## src/rtl/core/bdte_pkg.sv

```systemverilog
// types, codes and calendar helpers for the date/time editor
// no dependencies; imported by every module of the block
`timescale 1ns / 1ps
`default_nettype none

package bdte_pkg;

    localparam logic [11:0] BASE_YEAR = 12'd2000;
    localparam logic [11:0] LAST_YEAR = 12'd2099;
    localparam logic [6:0]  YEAR_OFF_MAX = 7'd99;

    // key codes
    localparam logic [1:0] KEY_UP    = 2'd0;
    localparam logic [1:0] KEY_DN    = 2'd1;
    localparam logic [1:0] KEY_SEL   = 2'd2;
    localparam logic [1:0] KEY_OTHER = 2'd3;

    // press kinds
    localparam logic [1:0] PRESS_SHORT  = 2'd0;
    localparam logic [1:0] PRESS_REPEAT = 2'd1;
    localparam logic [1:0] PRESS_OTHER  = 2'd2;

    // focus positions
    localparam logic [2:0] FOCUS_BACK   = 3'd0;
    localparam logic [2:0] FOCUS_YEAR   = 3'd1;
    localparam logic [2:0] FOCUS_MONTH  = 3'd2;
    localparam logic [2:0] FOCUS_DAY    = 3'd3;
    localparam logic [2:0] FOCUS_HOUR   = 3'd4;
    localparam logic [2:0] FOCUS_MINUTE = 3'd5;
    localparam logic [2:0] FOCUS_SECOND = 3'd6;

    // field limits
    localparam logic [3:0] MONTH_MAX  = 4'd12;
    localparam logic [4:0] HOUR_MAX   = 5'd23;
    localparam logic [5:0] MINUTE_MAX = 6'd59;

    // state after reset: 2024-01-01 00:00:00
    localparam logic [6:0] START_YEAR_OFF = 7'd24;
    localparam logic [3:0] START_MONTH    = 4'd1;
    localparam logic [4:0] START_DAY      = 5'd1;
    localparam logic [4:0] START_HOUR     = 5'd0;
    localparam logic [5:0] START_MINUTE   = 6'd0;
    localparam logic [5:0] START_SECOND   = 6'd0;

    typedef struct packed {
        logic        req_type;
        logic [1:0]  key_code;
        logic [1:0]  press_kind;
        logic [11:0] load_year;
        logic [3:0]  load_month;
        logic [4:0]  load_day;
        logic [4:0]  load_hour;
        logic [5:0]  load_minute;
        logic [5:0]  load_second;
    } t_req;

    typedef struct packed {
        logic [6:0] year;     // offset from 2000
        logic [3:0] month;
        logic [4:0] day;
        logic [4:0] hour;
        logic [5:0] minute;
        logic [5:0] second;
        logic       edit;
        logic [2:0] focus;
    } t_dt_state;

    typedef struct packed {
        t_dt_state state;
        logic      commit;
        logic      leave;
    } t_step_res;

    // month length; offsets stay in 0..99, so every fourth year is leap (2000 too)
    function automatic logic [4:0] days_of(input logic [6:0] yoff, input logic [3:0] mon);
        logic       leap;
        logic [4:0] d;
        leap = (yoff[1:0] == 2'b00);
        unique case (mon)
            4'd2:                      d = leap ? 5'd29 : 5'd28;
            4'd4, 4'd6, 4'd9, 4'd11:   d = 5'd30;
            default:                   d = 5'd31;
        endcase
        return d;
    endfunction

    function automatic logic [4:0] clamp_day(input logic [4:0] d, input logic [4:0] lim);
        logic [4:0] r;
        if (d > lim) begin
            r = lim;
        end else if (d == 5'd0) begin
            r = 5'd1;
        end else begin
            r = d;
        end
        return r;
    endfunction

    // +1 or -1 inside [lo, hi] with wrap
    function automatic logic [6:0] wrap_step(input logic [6:0] v, input logic [6:0] lo,
                                             input logic [6:0] hi, input logic up);
        logic [6:0] r;
        if (up) begin
            r = (v >= hi) ? lo : v + 7'd1;
        end else begin
            r = (v <= lo) ? hi : v - 7'd1;
        end
        return r;
    endfunction

endpackage

`default_nettype wire

```

## src/rtl/core/bdte_if.sv

```systemverilog
// request and response channel interfaces of the date/time editor
// no dependencies
`timescale 1ns / 1ps
`default_nettype none

interface bdte_req_if;
    logic        valid;
    logic        ready;
    logic        req_type;
    logic [1:0]  key_code;
    logic [1:0]  press_kind;
    logic [11:0] load_year;
    logic [3:0]  load_month;
    logic [4:0]  load_day;
    logic [4:0]  load_hour;
    logic [5:0]  load_minute;
    logic [5:0]  load_second;

    modport source (
        output valid, req_type, key_code, press_kind, load_year, load_month,
               load_day, load_hour, load_minute, load_second,
        input  ready
    );
    modport sink (
        input  valid, req_type, key_code, press_kind, load_year, load_month,
               load_day, load_hour, load_minute, load_second,
        output ready
    );
endinterface

interface bdte_rsp_if;
    logic        valid;
    logic        ready;
    logic [11:0] cur_year;
    logic [3:0]  cur_month;
    logic [4:0]  cur_day;
    logic [4:0]  cur_hour;
    logic [5:0]  cur_minute;
    logic [5:0]  cur_second;
    logic        edit_mode;
    logic [2:0]  focus_pos;
    logic        commit_pulse;
    logic        leave_pulse;

    modport source (
        output valid, cur_year, cur_month, cur_day, cur_hour, cur_minute, cur_second,
               edit_mode, focus_pos, commit_pulse, leave_pulse,
        input  ready
    );
    modport sink (
        input  valid, cur_year, cur_month, cur_day, cur_hour, cur_minute, cur_second,
               edit_mode, focus_pos, commit_pulse, leave_pulse,
        output ready
    );
endinterface

`default_nettype wire

```

## src/rtl/core/bdte_next.sv

```systemverilog
// next-state logic of the date/time editor for one request beat
// depends on bdte_pkg
`timescale 1ns / 1ps
`default_nettype none

module bdte_next
    import bdte_pkg::*;
(
    input  t_dt_state i_state,
    input  t_req      i_item,
    output t_step_res o_res
);

    logic [6:0] w_ld_year;
    logic [3:0] w_ld_month;
    logic [6:0] w_step;
    logic       w_up;
    logic       w_take;
    logic [4:0] w_dim;

    // load path: saturate the year and month into range
    always_comb begin
        if (i_item.load_year < BASE_YEAR) begin
            w_ld_year = 7'd0;
        end else if (i_item.load_year > LAST_YEAR) begin
            w_ld_year = YEAR_OFF_MAX;
        end else begin
            w_ld_year = 7'(i_item.load_year - BASE_YEAR);
        end
        if (i_item.load_month == 4'd0) begin
            w_ld_month = 4'd1;
        end else if (i_item.load_month > MONTH_MAX) begin
            w_ld_month = MONTH_MAX;
        end else begin
            w_ld_month = i_item.load_month;
        end
    end

    assign w_up   = (i_item.key_code == KEY_UP);
    assign w_take = (i_item.press_kind == PRESS_SHORT) ||
                    ((i_item.press_kind == PRESS_REPEAT) &&
                     ((i_item.key_code == KEY_UP) || (i_item.key_code == KEY_DN)));
    assign w_dim  = days_of(i_state.year, i_state.month);

    // wrapped step of the focused field
    always_comb begin
        unique case (i_state.focus)
            FOCUS_YEAR:   w_step = wrap_step(i_state.year, 7'd0, YEAR_OFF_MAX, w_up);
            FOCUS_MONTH:  w_step = wrap_step({3'd0, i_state.month}, 7'd1,
                                             {3'd0, MONTH_MAX}, w_up);
            FOCUS_DAY:    w_step = wrap_step({2'd0, i_state.day}, 7'd1, {2'd0, w_dim}, w_up);
            FOCUS_HOUR:   w_step = wrap_step({2'd0, i_state.hour}, 7'd0,
                                             {2'd0, HOUR_MAX}, w_up);
            FOCUS_MINUTE: w_step = wrap_step({1'b0, i_state.minute}, 7'd0,
                                             {1'b0, MINUTE_MAX}, w_up);
            FOCUS_SECOND: w_step = wrap_step({1'b0, i_state.second}, 7'd0,
                                             {1'b0, MINUTE_MAX}, w_up);
            default:      w_step = 7'd0;
        endcase
    end

    always_comb begin
        o_res        = '0;
        o_res.state  = i_state;
        if (i_item.req_type) begin
            o_res.state.year   = w_ld_year;
            o_res.state.month  = w_ld_month;
            o_res.state.day    = clamp_day(i_item.load_day, days_of(w_ld_year, w_ld_month));
            o_res.state.hour   = (i_item.load_hour > HOUR_MAX) ? HOUR_MAX : i_item.load_hour;
            o_res.state.minute = (i_item.load_minute > MINUTE_MAX) ? MINUTE_MAX
                                                                    : i_item.load_minute;
            o_res.state.second = (i_item.load_second > MINUTE_MAX) ? MINUTE_MAX
                                                                    : i_item.load_second;
            o_res.state.edit   = 1'b0;
            o_res.state.focus  = FOCUS_BACK;
        end else if (i_state.edit) begin
            if (w_take) begin
                unique case (i_item.key_code)
                    KEY_UP, KEY_DN: begin
                        unique case (i_state.focus)
                            FOCUS_YEAR: begin
                                o_res.state.year = w_step;
                                o_res.state.day  = clamp_day(i_state.day,
                                                       days_of(w_step, i_state.month));
                            end
                            FOCUS_MONTH: begin
                                o_res.state.month = w_step[3:0];
                                o_res.state.day   = clamp_day(i_state.day,
                                                        days_of(i_state.year, w_step[3:0]));
                            end
                            FOCUS_DAY:    o_res.state.day    = w_step[4:0];
                            FOCUS_HOUR:   o_res.state.hour   = w_step[4:0];
                            FOCUS_MINUTE: o_res.state.minute = w_step[5:0];
                            FOCUS_SECOND: o_res.state.second = w_step[5:0];
                            default: ;
                        endcase
                    end
                    KEY_SEL: begin
                        o_res.state.edit = 1'b0;
                        o_res.commit     = 1'b1;
                    end
                    default: ;
                endcase
            end
        end else if (i_item.press_kind == PRESS_SHORT) begin
            unique case (i_item.key_code)
                KEY_UP: begin
                    o_res.state.focus = (i_state.focus == FOCUS_BACK) ? FOCUS_SECOND
                                                                      : i_state.focus - 3'd1;
                end
                KEY_DN: begin
                    o_res.state.focus = (i_state.focus >= FOCUS_SECOND) ? FOCUS_BACK
                                                                        : i_state.focus + 3'd1;
                end
                KEY_SEL: begin
                    if (i_state.focus == FOCUS_BACK) begin
                        o_res.leave = 1'b1;
                    end else begin
                        o_res.state.edit = 1'b1;
                    end
                end
                default: ;
            endcase
        end
    end

endmodule

`default_nettype wire

```

## src/rtl/core/button_date_time_editor.sv

```systemverilog
// Three-button date/time editor. Each request beat is either a key event
// (up, down, enter, other; short, auto-repeat or other press) or a load of the
// current clock time, and each one yields exactly one response beat with the
// edited date/time, the navigate/edit mode, the focus (0 back, 1..6 year to
// second) and the commit and leave pulses. The block takes one request beat per
// clock cycle unless the response side stalls. Each request passes through the two registers
// of the datapath in order: the request register and the response register, with the
// calendar step in between.
// Request ready follows response ready combinationally, and a request is still
// taken while a finished response waits on the output, if the request register is empty.
// depends on bdte_pkg, bdte_if and bdte_next
`timescale 1ns / 1ps
`default_nettype none

module button_date_time_editor
    import bdte_pkg::*;
(
    input  logic       i_clk,
    input  logic       i_rst_n,
    bdte_req_if.sink   i_req,
    bdte_rsp_if.source o_rsp
);

    // request register
    logic      r_in_valid;
    t_req      r_in;
    // editor state
    t_dt_state r_state;
    // response register
    logic      r_out_valid;
    t_step_res r_res;

    t_step_res n_res;
    logic      w_adv;
    logic      w_take_in;

    // request moves on when the response slot is empty or being drained
    assign w_adv     = r_in_valid && (!r_out_valid || o_rsp.ready);
    assign i_req.ready = !r_in_valid || w_adv;
    assign w_take_in = i_req.valid && i_req.ready;

    // calendar and menu step for the beat in the request register
    bdte_next u_next (
        .i_state (r_state),
        .i_item  (r_in),
        .o_res   (n_res)
    );

    // payload capture, no reset needed
    always_ff @(posedge i_clk) begin
        if (w_take_in) begin
            r_in.req_type    <= i_req.req_type;
            r_in.key_code    <= i_req.key_code;
            r_in.press_kind  <= i_req.press_kind;
            r_in.load_year   <= i_req.load_year;
            r_in.load_month  <= i_req.load_month;
            r_in.load_day    <= i_req.load_day;
            r_in.load_hour   <= i_req.load_hour;
            r_in.load_minute <= i_req.load_minute;
            r_in.load_second <= i_req.load_second;
        end
        if (w_adv) begin
            r_res <= n_res;
        end
    end

    // control and editor state
    always_ff @(posedge i_clk) begin
        if (!i_rst_n) begin
            r_in_valid     <= 1'b0;
            r_out_valid    <= 1'b0;
            r_state.year   <= START_YEAR_OFF;
            r_state.month  <= START_MONTH;
            r_state.day    <= START_DAY;
            r_state.hour   <= START_HOUR;
            r_state.minute <= START_MINUTE;
            r_state.second <= START_SECOND;
            r_state.edit   <= 1'b0;
            r_state.focus  <= FOCUS_BACK;
        end else begin
            if (w_take_in) begin
                r_in_valid <= 1'b1;
            end else if (w_adv) begin
                r_in_valid <= 1'b0;
            end
            if (w_adv) begin
                r_out_valid <= 1'b1;
                // state commits only when the beat leaves for the output
                r_state     <= n_res.state;
            end else if (o_rsp.ready) begin
                r_out_valid <= 1'b0;
            end
        end
    end

    // response beat
    assign o_rsp.valid        = r_out_valid;
    assign o_rsp.cur_year     = BASE_YEAR + {5'd0, r_res.state.year};
    assign o_rsp.cur_month    = r_res.state.month;
    assign o_rsp.cur_day      = r_res.state.day;
    assign o_rsp.cur_hour     = r_res.state.hour;
    assign o_rsp.cur_minute   = r_res.state.minute;
    assign o_rsp.cur_second   = r_res.state.second;
    assign o_rsp.edit_mode    = r_res.state.edit;
    assign o_rsp.focus_pos    = r_res.state.focus;
    assign o_rsp.commit_pulse = r_res.commit;
    assign o_rsp.leave_pulse  = r_res.leave;

endmodule

`default_nettype wire

```

## src/flat_wrapper.sv

```systemverilog
// flat-port wrapper written by rule: the top's interface ports become plain ports
module button_date_time_editor_flat import bdte_pkg::*;
  (i_clk, i_rst_n, i_req_valid, i_req_req_type, i_req_key_code, i_req_press_kind, i_req_load_year, i_req_load_month, i_req_load_day, i_req_load_hour, i_req_load_minute, i_req_load_second, i_req_ready, o_rsp_valid, o_rsp_cur_year, o_rsp_cur_month, o_rsp_cur_day, o_rsp_cur_hour, o_rsp_cur_minute, o_rsp_cur_second, o_rsp_edit_mode, o_rsp_focus_pos, o_rsp_commit_pulse, o_rsp_leave_pulse, o_rsp_ready);
  bdte_req_if i_req_i ();
  bdte_rsp_if o_rsp_i ();
  input  logic i_clk;
  input  logic i_rst_n;
  input wire logic [$bits(i_req_i.valid)-1:0] i_req_valid;
  input wire logic [$bits(i_req_i.req_type)-1:0] i_req_req_type;
  input wire logic [$bits(i_req_i.key_code)-1:0] i_req_key_code;
  input wire logic [$bits(i_req_i.press_kind)-1:0] i_req_press_kind;
  input wire logic [$bits(i_req_i.load_year)-1:0] i_req_load_year;
  input wire logic [$bits(i_req_i.load_month)-1:0] i_req_load_month;
  input wire logic [$bits(i_req_i.load_day)-1:0] i_req_load_day;
  input wire logic [$bits(i_req_i.load_hour)-1:0] i_req_load_hour;
  input wire logic [$bits(i_req_i.load_minute)-1:0] i_req_load_minute;
  input wire logic [$bits(i_req_i.load_second)-1:0] i_req_load_second;
  output wire logic [$bits(i_req_i.ready)-1:0] i_req_ready;
  output wire logic [$bits(o_rsp_i.valid)-1:0] o_rsp_valid;
  output wire logic [$bits(o_rsp_i.cur_year)-1:0] o_rsp_cur_year;
  output wire logic [$bits(o_rsp_i.cur_month)-1:0] o_rsp_cur_month;
  output wire logic [$bits(o_rsp_i.cur_day)-1:0] o_rsp_cur_day;
  output wire logic [$bits(o_rsp_i.cur_hour)-1:0] o_rsp_cur_hour;
  output wire logic [$bits(o_rsp_i.cur_minute)-1:0] o_rsp_cur_minute;
  output wire logic [$bits(o_rsp_i.cur_second)-1:0] o_rsp_cur_second;
  output wire logic [$bits(o_rsp_i.edit_mode)-1:0] o_rsp_edit_mode;
  output wire logic [$bits(o_rsp_i.focus_pos)-1:0] o_rsp_focus_pos;
  output wire logic [$bits(o_rsp_i.commit_pulse)-1:0] o_rsp_commit_pulse;
  output wire logic [$bits(o_rsp_i.leave_pulse)-1:0] o_rsp_leave_pulse;
  input wire logic [$bits(o_rsp_i.ready)-1:0] o_rsp_ready;
  assign i_req_i.valid = i_req_valid;
  assign i_req_i.req_type = i_req_req_type;
  assign i_req_i.key_code = i_req_key_code;
  assign i_req_i.press_kind = i_req_press_kind;
  assign i_req_i.load_year = i_req_load_year;
  assign i_req_i.load_month = i_req_load_month;
  assign i_req_i.load_day = i_req_load_day;
  assign i_req_i.load_hour = i_req_load_hour;
  assign i_req_i.load_minute = i_req_load_minute;
  assign i_req_i.load_second = i_req_load_second;
  assign i_req_ready = i_req_i.ready;
  assign o_rsp_valid = o_rsp_i.valid;
  assign o_rsp_cur_year = o_rsp_i.cur_year;
  assign o_rsp_cur_month = o_rsp_i.cur_month;
  assign o_rsp_cur_day = o_rsp_i.cur_day;
  assign o_rsp_cur_hour = o_rsp_i.cur_hour;
  assign o_rsp_cur_minute = o_rsp_i.cur_minute;
  assign o_rsp_cur_second = o_rsp_i.cur_second;
  assign o_rsp_edit_mode = o_rsp_i.edit_mode;
  assign o_rsp_focus_pos = o_rsp_i.focus_pos;
  assign o_rsp_commit_pulse = o_rsp_i.commit_pulse;
  assign o_rsp_leave_pulse = o_rsp_i.leave_pulse;
  assign o_rsp_i.ready = o_rsp_ready;
  button_date_time_editor u_core (.i_clk(i_clk), .i_rst_n(i_rst_n), .i_req(i_req_i), .o_rsp(o_rsp_i));
endmodule
```

## config.mk

```make
export PLATFORM = sky130hd
export DESIGN_NAME = button_date_time_editor_flat
export DESIGN_NICKNAME = d
export VERILOG_FILES = /design/src/rtl/core/bdte_pkg.sv /design/src/rtl/core/bdte_if.sv /design/src/rtl/core/bdte_next.sv /design/src/rtl/core/button_date_time_editor.sv /design/src/flat_wrapper.sv
export SDC_FILE = /design/constraint.sdc
export NUM_CORES = 1
export LEC_CHECK = 0
export BUFFER_PORTS_ARGS = -buffer_cell sky130_fd_sc_hd__buf_4
export CAP_MARGIN = 20
export CORE_UTILIZATION = 55
export CTS_CLUSTER_DIAMETER = 100
export CTS_CLUSTER_SIZE = 20
export DETAILED_ROUTE_END_ITERATION = 10
export GPL_TIMING_DRIVEN = 0
export PLACE_DENSITY = 0.74
export SETUP_SLACK_MARGIN = 0.05
export SLEW_MARGIN = 20
export SYNTH_ARGS = -nofsm -noshare
export SYNTH_HDL_FRONTEND = slang
export SYNTH_SLANG_ARGS = --single-unit
```

## constraint.sdc

```tcl
create_clock -name i_clk -period 9.2 [get_ports i_clk]
set_input_delay 2.76 -clock i_clk [delete_from_list [all_inputs] [get_ports i_clk]]
set_output_delay 2.76 -clock i_clk [all_outputs]
set_load 0.05 [all_outputs]
```

# Yosys cells after proc, flatten, opt, wreduce, memory -nomap -nowiden

Index checks and enable logic that the tools add are counted.

Register bits after elaboration: 121
Latch bits: 0
RAM bits: 0
ROM bits: 0
Logic and storage cells: 195
Memories: 0

$add $sub $neg: 16
$mul: 0
Div/mod/pow operators: 0
$lt $le $gt $ge: 22
Equality and inequality tests: 24
Shift-type cells: 0
Muxes and demuxes: 74
Bitwise logic cells: 4
Reduce and logical (&&, ||, !) cells: 26

Operators by type and width:

| cell                    | count |
|---|---|
| $mux W7                 | 18 |
| $mux W5                 | 19 |
| $mux W33                | 2 |
| $pmux W7 S6             | 1 |
| $mux W37                | 1 |
| $mux W6                 | 6 |
| $mux W34                | 1 |
| $eq A4 B3 Y1 const B    | 6 |
| $eq A4 B4 Y1 const B    | 6 |
| $mux W4                 | 4 |
| $pmux W2 S2             | 4 |
| $reduce_or A4 Y1        | 4 |
| $gt A5 B5 Y1            | 3 |
| $pmux W5 S3             | 1 |
| $add A6 B1 Y7 const B   | 2 |
| $sub A6 B1 Y7 const B   | 2 |
| $mux W1                 | 13 |
| $add A11 B7 Y12 const A | 1 |
| $add A5 B1 Y6 const B   | 2 |
| $eq A4 B2 Y1 const B    | 3 |
| $ge A6 B6 Y1 const B    | 2 |
| $gt A12 B12 Y1 const B  | 1 |
| $gt A6 B6 Y1 const B    | 2 |
| $le A6 B1 Y1 const B    | 2 |
| 37 further kinds        | 60 |

# Longest topological paths before layout

Gate-level depths: netlist (run 1).

Depth after elaboration: 22
Gate-level depth with buffers: 23

# By module

From an unflattened synthesis (run 1), not the netlist that was laid out.

Cell total of the unflattened synthesis: 825
Area, all modules: 7759.9 µm²

Modules (own cells, without submodules):

| module                  | times used | cells each | area an instance (µm²) | seq. area each (µm²) |
|---|---|---|---|---|
| button_date_time_editor | 1          | 295        | 4408.0                 | 3243.1 |
| bdte_next               | 1          | 530        | 3352.0                 | 0.0 |

# Worst setup path before layout (run 1)

No wires, ideal clock.

Path type: input -> output
From: input o_rsp_ready
To: output i_req_ready
Arrival time: 3264 ps
Slack: 3176 ps
Stages: 2
Path through: nor2b_1 > nand2_1

Word-level cells in the longest chain between the ends: 3

RTL lines:

| what                | RTL line                      | RTL |
|---|---|---|
| start, declared     | flat_wrapper.sv:30            | `input wire logic [$bits(o_rsp_i.ready)-1:0] o_rsp_ready;` |
| $logic_or A1 B1 Y1  | button_date_time_editor.sv:38 | `assign w_adv = r_in_valid && (!r_out_valid \|\| o_rsp.ready);` |
| $logic_and A1 B1 Y1 | button_date_time_editor.sv:38 |  |
| $logic_or A1 B1 Y1  | button_date_time_editor.sv:39 | `assign i_req.ready = !r_in_valid \|\| w_adv;` |
| end, declared       | flat_wrapper.sv:18            | `output wire logic [$bits(i_req_i.ready)-1:0] i_req_ready;` |

No other way between the ends.

==> impl_results.md, run 1 <==
* Outcome: finished clean
* Hold Buf Count CTS at 0
* Hpwl dp at 18.77 mm
* Post-synth EDFFs at 82
* Antenna-violating nets left at 0
* Met3 wire length at 2.905 mm
* WHS at 0.5297 ns
* WL final at 25.85 mm
* Max-slew violation count at 0
* Endpoints failing setup at 0
* Clk_lat worst skew at 0.42 ns
* Top-area cell type share of the netlist area at 0.3092
* CTS max path bufs at 2
* Htree depth at 4
* Place WS at 3.083 ns
* Clk_skew at 0.007651 ns
* CP Data Required Time at 9.38 ns
* Root Driver: clkbuf_16
* Slew @ Worst Pin at 0.9110 ns
* Final critical-path required period at 6.324 ns
* R2R depth at 19
* Synthesized flop and latch total at 121
* Antenna violations before repair at 0
* Post-CTS setup buffer count at 0
* Area Growth Syn to Fin at 18.77%
* Largest net degree at the start of global routing at 49
* Hold/Removal Path Class: reg -> reg
* Synth Flop Type: edfxtp_1
* Syn Inst Count at 872
* Crit path max fanout at 10
* Pleak at 3.656 nW
* Synthesized Nets at 953
* Synthesized area at 7964 um^2
* Sequential fraction of the synthesis area at 0.4072
* Post-synth ARST share at 0
* Synth top area cells: edfxtp_1 (31%), dfxtp_1 (9.8%), ha_1 (5.3%)
* Starting DRT DRC Count at 939
* Top sig layer: met4
* Non-filler cells, final at 1177
* Total number of vias at 7556
* Synth area leader: edfxtp_1
* Synth top cells by count: nor2_1 (83), edfxtp_1 (82), nand2_1 (76)
* Initial Utilization at 0.5693
* CTS Buf Count at 17
* Metal2 WL at 11.26 mm
* Fin. Hold Viols at 0
* Reg clk slew, reported paths at 0.06 ns
* Ports at 93
* Row count at 43
* Port Buffers at 92
* RD Place Congestion at 0.9733
* Vias in the first global route at 6927
* CTS Sinks at 121
* Final Cycle Share at 0.6874
* Fin nets at 1065
* Crit path DAT at 6.50 ns
* Post-route cell area at 9459 um^2
* GRT Total Usage at 0.3552
* TritonRoute pass-1 iters at 6
* P per Cell Area at 165.9 nW/um^2
* Die Area at 14960 um^2
* Resize count post-CTS at 0
* Vias per cell at 6.420
* Hold Path Cell Cnt at 2
* Gr ovfl total at 0
* DRT met1 WL at 10.78 mm
* Relative slew slack at 0.3904
* Placed cell area at 8905 um^2
* Type of the worst setup path: reg -> reg
* Yosys warns at 0
* Residual DRC at 0
* Final WS setup at 2.876 ns
* Top-count cell post-synth: nor2_1
* Synth unique cells at 86
* Antenna diode count at 0
* Core area at 13990 um^2
* Placed cells at 1145
* Startpoint types: register
* Die X at 122.3 um
* Global-route wire length before repair at 39.08 mm
* Max cap viols at 0
* Max Clock Freq at 158.1 MHz
* CP endpoint kind: register
* Max VDD drop at 0.1471 mV
* RSZ-0062 raised after global routing: no
* WL per Instance at 21.96 um
* Share of cells above drive strength 1 at 0.2116
* Post-route setup TNS at 0 ns
* Die height at 122.3 um
* Avg Cell Area, Syn at 9.133 um^2
* CTS tree: yes
==> cell type report <==
class	instances	area [um^2]
clock inverters	14	125.1
multi-input cells	613	3973
clock buffers	18	429.2
well taps	180	225.2
repair buffers	93	710.7
flip-flops and latches	121	3243
inverters	45	168.9
fillers	1149	4529
plain buffers	93	584.3
==> flip-flops by register name, indices dropped and copies added (netlist names) <==
name / flops
u_core.o_rsp.cur_minute: 6
u_core.o_rsp.cur_month: 4
u_core.r_res: 7
u_core.r_in: 43
u_core.r_state: 37
u_core.o_rsp.focus_pos: 3
u_core.r_in_valid: 1
u_core.o_rsp.edit_mode: 1
u_core.o_rsp.cur_second: 6
u_core.o_rsp.leave_pulse: 1
u_core.o_rsp.cur_hour: 5
u_core.o_rsp.commit_pulse: 1
u_core.o_rsp.cur_day: 5
u_core.o_rsp.valid: 1
==> layout by cell type, fill, tap and decap left out, types with 8 or more instances in the layout <==
master     synthesis  final
nor3_1            20     20
o22ai_1            8      8
o21ai_0           42     42
a31oi_1           12     12
nor4_1             9      9
dfxtp_1           39     39
clkbuf_16          0     17
nor2_1            83     83
clkbuf_1          39     39
o221ai_1          11     11
a211oi_1          13     13
edfxtp_1          82     82
buf_4             37    129
o32ai_1           12     12
o21a_1            11     11
a21oi_1           64     64
mux2i_1            8      8
inv_1             45     45
nand3_1           21     21
nand2b_1          11     11
o21ba_2            8      8
nand2_1           76     76
ha_1              34     34
==> kinds of logic (layout without fill, tap and decap cells) <==
kind of cell | count (synthesis) | count (layout) | synth area share
fa+ha+maj | 34 | 34 | 0.05342
buf+inv | 138 | 263 | 0.09411
simple gates | 294 | 294 | 0.1860
xor+xnor | 9 | 9 | 0.009898
compound gates | 267 | 267 | 0.2365
mux | 9 | 9 | 0.01288
flops | 121 | 121 | 0.4072
==> path summary, 6_finish.rpt <==
kind                                                     endpoint  slack (ns)                            from
worst max-delay path            u_core.o_rsp.cur_day[0]$_DFFE_PP_        2.88  u_core.r_state[2]$_SDFFE_PN0P_
worst min-delay path              u_core.o_rsp.valid$_SDFFE_PN0P_        0.53  u_core.r_in_valid$_SDFFE_PN0P_
worst max register to register  u_core.o_rsp.cur_day[0]$_DFFE_PP_        2.88  u_core.r_state[2]$_SDFFE_PN0P_
worst min register to register    u_core.o_rsp.valid$_SDFFE_PN0P_        0.53  u_core.r_in_valid$_SDFFE_PN0P_
==> power by group <==
| part | switching, W | internal (W) |
|---|---|---|
| clock | 0.000264 | 0.000372 |
| combinational | 0.000184 | 0.000109 |
| sequential | 0.0000244 | 0.000616 |
==> per-stage QoR <==
| step | total power (W) | util |
|---|---|---|
| finish | 0.001570 | 0.6762 |
| global route | 0.001617 | 0.6762 |
| CTS | 0.001560 | 0.6762 |
| detailed placement | 0.0009345 | 0.6366 |
| global placement | 0.0009323 | 0.6348 |
| floorplan | 0.0008407 | - |
==> critical path, stage by stage (launching register included) <==
cell	delay, ns
dfxtp_1	0.46
clkbuf_1	0.40
inv_1	0.18
ha_1	0.23
clkbuf_1	0.24
o21ai_0	0.17
or4_1	0.14
o31ai_1	0.07
or4_2	0.69
nor2_1	0.72
a21oi_1	0.19
nor2_1	0.15
ha_1	0.24
a221oi_1	0.68
mux2i_1	0.17
a221oi_1	0.42
o21ai_0	0.27
a311oi_1	0.31
o41ai_2	0.15
and2_2	0.19
==> routing by layer <==
metal  global-route usage  up-vias
li1                     -     3443
met1               0.4848     3562
met2               0.5186      478
met3               0.1064       73
met4               0.1547        0
met5                    0        -
Power figures use the tool's default switching activity.
==> run 2: changes to the inputs <==
==> constraint.sdc (replaced) <==
create_clock -name i_clk -period 5.91 [get_ports i_clk]
set_input_delay 1.773 -clock i_clk [delete_from_list [all_inputs] [get_ports i_clk]]
set_output_delay 1.773 -clock i_clk [all_outputs]
set_load 0.05 [all_outputs]
==> run 2 against run 1 <==
Global-route usage about the same. Final cell count increased by 0.17%. Clock skew increased by 0.00062 ns. Critical endpoint unchanged. Largest cell class unchanged.
==> impl_results.md, run 2 (synthesized netlist as in run 1, its figures left out) <==
* Pleak at 3.679 nW (was 3.656 nW)
* Filler instances at 1146 (was 1149)
* WL final at 25.90 mm (was 25.85 mm)
* Max-slew violation count at 0 (unchanged)
* Outcome: finished clean (unchanged)
* Type of the worst setup path: reg -> reg (unchanged)
* Global-route wire length before repair at 39.10 mm (was 39.08 mm)
* P per Cell Area at 256.8 nW/um^2 (was 165.9 nW/um^2)
* Sequential fraction of design power at 0.409 (was 0.408)
* Internal power at 0.001708 W (was 0.001097 W)
* Root Driver: clkbuf_16 (unchanged)
* WL per Instance at 21.96 um (about the same)
* RSZ-0062 raised after global routing: no (unchanged)
* Final Cycle Share at 0.9554 (was 0.6874)
* Vias per cell at 6.501 (was 6.420)
* Starting DRT DRC Count at 1009 (was 939)
* Top Family by Delay on Critical Path: compound AO/OA/AOI/OAI gates (unchanged)
* Clock power frac at 0.403 (was 0.405)
* Final WS setup at 0.2637 ns (was 2.876 ns)
* Fin. Hold Viols at 0 (unchanged)
* CTS max path bufs at 2 (unchanged)
* Share of cells above drive strength 1 at 0.2172 (was 0.2116)
* Largest net degree at the start of global routing at 49 (unchanged)
* CTS Buf Count at 17 (unchanged)
* Vias in the first global route at 6931 (was 6927)
* GRT Total Usage at 0.3554 (was 0.3552)
* Reg clk slew, reported paths at 0.06 ns (about the same)
* Crit path largest cell delay at 0.55 ns (was 0.72 ns)
* Fin nets at 1067 (was 1065)
* Crit path DAT at 5.82 ns (was 6.50 ns)
* Clk_skew at 0.008272 ns (was 0.007651 ns)
* Hpwl dp at 18.77 mm (unchanged)
* Switching Power at 0.0007336 W (was 0.0004727 W)
* Placed cells at 1145 (unchanged)
* Non-filler cells, final at 1179 (was 1177)
* Most frequent cells in the layout: buf_4 (131), nor2_1 (82), edfxtp_1 (82), nand2_1 (76), a21oi_1 (64) (was buf_4 (129), nor2_1 (83), edfxtp_1 (82), nand2_1 (76), a21oi_1 (64))
* Comb power frac at 0.188 (was 0.187)
* Switching Fraction at 0.3004 (was 0.3012)
* Final critical-path required period at 5.646 ns (was 6.324 ns)
* Die Area at 14960 um^2 (unchanged)
* Initial Utilization at 0.5693 (unchanged)
* Die X at 122.3 um (unchanged)
* Total number of vias at 7665 (was 7556)
* RD Place Congestion at 0.9733 (unchanged)
* Hold/Removal Path Class: reg -> reg (unchanged)
* Gr ovfl total at 0 (unchanged)
* Area Growth Syn to Fin at 19.42% (was 18.77%)
* Most flops, register: u_core.r_in (unchanged)
* Top Registers: u_core.r_in: 43 flops, u_core.r_state: 37 flops, u_core.r_res: 7 flops (unchanged)
* Row count at 43 (unchanged)
* Post-route cell area at 9510 um^2 (was 9459 um^2)
* Placed cell area at 8905 um^2 (unchanged)
* TritonRoute pass-1 iters at 6 (unchanged)
* Max reg flops at 43 (unchanged)
* Hold Buf Count CTS at 0 (unchanged)
* Clk_lat worst skew at 0.42 ns (about the same)
* CP max-delay cell: or3b_2 (was nor2_1)
* Crit path cell chain: inv_1 > ha_1 > or3b_2 > nor2_1 > nor2_1 > ha_1 > nand2b_1 > a21oi_1 > o21ai_0 > o211ai_1 > and2_1 > buf_4 > a21oi_1 > nor2_1 > ha_1 > a221oi_4 > mux2i_1 > a221oi_1 > o21ai_1 > a311oi_1 > o41ai_2 > and2_2 (was clkbuf_1 > inv_1 > ha_1 > clkbuf_1 > o21ai_0 > or4_1 > o31ai_1 > or4_2 > nor2_1 > a21oi_1 > nor2_1 > ha_1 > a221oi_1 > mux2i_1 > a221oi_1 > o21ai_0 > a311oi_1 > o41ai_2 > and2_2)
* Die height at 122.3 um (unchanged)
* Relative slew slack at 0.4856 (was 0.3904)
* Crit path max fanout at 8 (was 10)
* Antenna-violating nets left at 0 (unchanged)
* Residual DRC at 0 (unchanged)
* Commonest non-fill, non-tap cell in the layout: buf_4 (unchanged)
* Core area at 13990 um^2 (unchanged)
* Endpoints failing setup at 0 (unchanged)
* CP endpoint kind: register (unchanged)
* Max Clock Freq at 177.1 MHz (was 158.1 MHz)
* R2R depth at 22 (was 19)
* CTS tree: yes (unchanged)
* CTS Sinks at 121 (unchanged)
* Crit. path cell count at 22 (was 19)
* Max VDD drop at 0.2283 mV (was 0.1471 mV)
* Max cap viols at 0 (unchanged)
* Startpoint types: register (unchanged)
* Hold Path Cell Cnt at 2 (unchanged)
* Htree depth at 4 (unchanged)
* Antenna violations before repair at 0 (unchanged)
* Ports at 93 (unchanged)
* Place WS at -0.1972 ns (was 3.083 ns)
* WP buf/inv at 2 (was 3)
* Antenna diode count at 0 (unchanged)
* Port Buffers at 92 (unchanged)
* Slew @ Worst Pin at 0.7687 ns (was 0.9110 ns)
* Post-route setup TNS at 0 ns (unchanged)
* CP Data Required Time at 6.09 ns (was 9.38 ns)
-- run 2: cell types whose count changed in the layout (fill, tap and decap cells not counted) --
cell,before,now
o21ai_1,0,1
a221oi_4,0,1
nor2_1,83,82
o21ai_0,42,41
nand3_2,0,1
o22ai_1,8,7
nor2_4,1,2
a221oi_1,7,6
nand3_1,21,20
buf_4,129,131
o22ai_2,0,1
-- run 2: area by class of cell --
class                           count  area [um^2]  area share
Buffer                             93        584.3     0.06144
Clock buffer                       18        429.2     0.04513
Clock inverter                     14        125.1     0.01316
Inverter                           45        168.9     0.01776
Multi-Input combinational cell    613         4009      0.4215
Sequential cell                   121         3243      0.3410
Tap cell                          180        225.2     0.02368
Timing Repair Buffer               95        725.7     0.07631
-- run 2: path summary, 6_finish.rpt --
kind                                    from                           endpoint  slack [ns]
max          u_core.r_state[26]$_SDFFE_PN1P_  u_core.o_rsp.cur_day[0]$_DFFE_PP_        0.26
min           u_core.r_in_valid$_SDFFE_PN0P_    u_core.o_rsp.valid$_SDFFE_PN0P_        0.53
max reg2reg  u_core.r_state[26]$_SDFFE_PN1P_  u_core.o_rsp.cur_day[0]$_DFFE_PP_        0.26
min reg2reg   u_core.r_in_valid$_SDFFE_PN0P_    u_core.o_rsp.valid$_SDFFE_PN0P_        0.53
-- run 2: power by group through the flow --
stage               combinational (W)  clock (W)  sequential [W]
floorplan                    0.000304          0         0.00100
global placement             0.000439          0         0.00101
detailed placement           0.000443          0         0.00101
CTS                          0.000446   0.000987        0.000995
global route                 0.000489    0.00103         0.00100
finish                       0.000459   0.000985        0.000998
-- run 2: layer usage --
| layer | wire (um) | GRT usage | vias to the layer above |
|---|---|---|---|
| met4 | 911 | 0.1547 | 0 |
| met3 | 2900 | 0.1064 | 86 |
| met1 | 10790 | 0.4848 | 3651 |
| li1 | - | - | 3460 |
| met2 | 11300 | 0.5190 | 468 |
| met5 | 0 | 0 | - |
-- run 2: stage by stage --
step / utilization / power [W] / hold WS (ns)
2_1_floorplan: - / 0.001309 / 0.4782
3_3_place_gp: 0.6348 / 0.001451 / 0.5052
3_5_place_dp: 0.6366 / 0.001455 / 0.5147
4_1_cts: 0.6764 / 0.002428 / 0.5271
5_1_grt: 0.6799 / 0.002520 / 0.5623
6_report: 0.6799 / 0.002442 / 0.5287
-- run 2: tightest hold or removal path: cells and delay by family (launching register included) --
kind,cells,cell delay [ns]
flops,1,0.33
simple gates,2,0.15
-- run 2: timing repair --
action	CTS	global route
setup endpoints to repair	2	3
pin swaps	0	1
resized for setup	1	6
buffers inserted	0	2
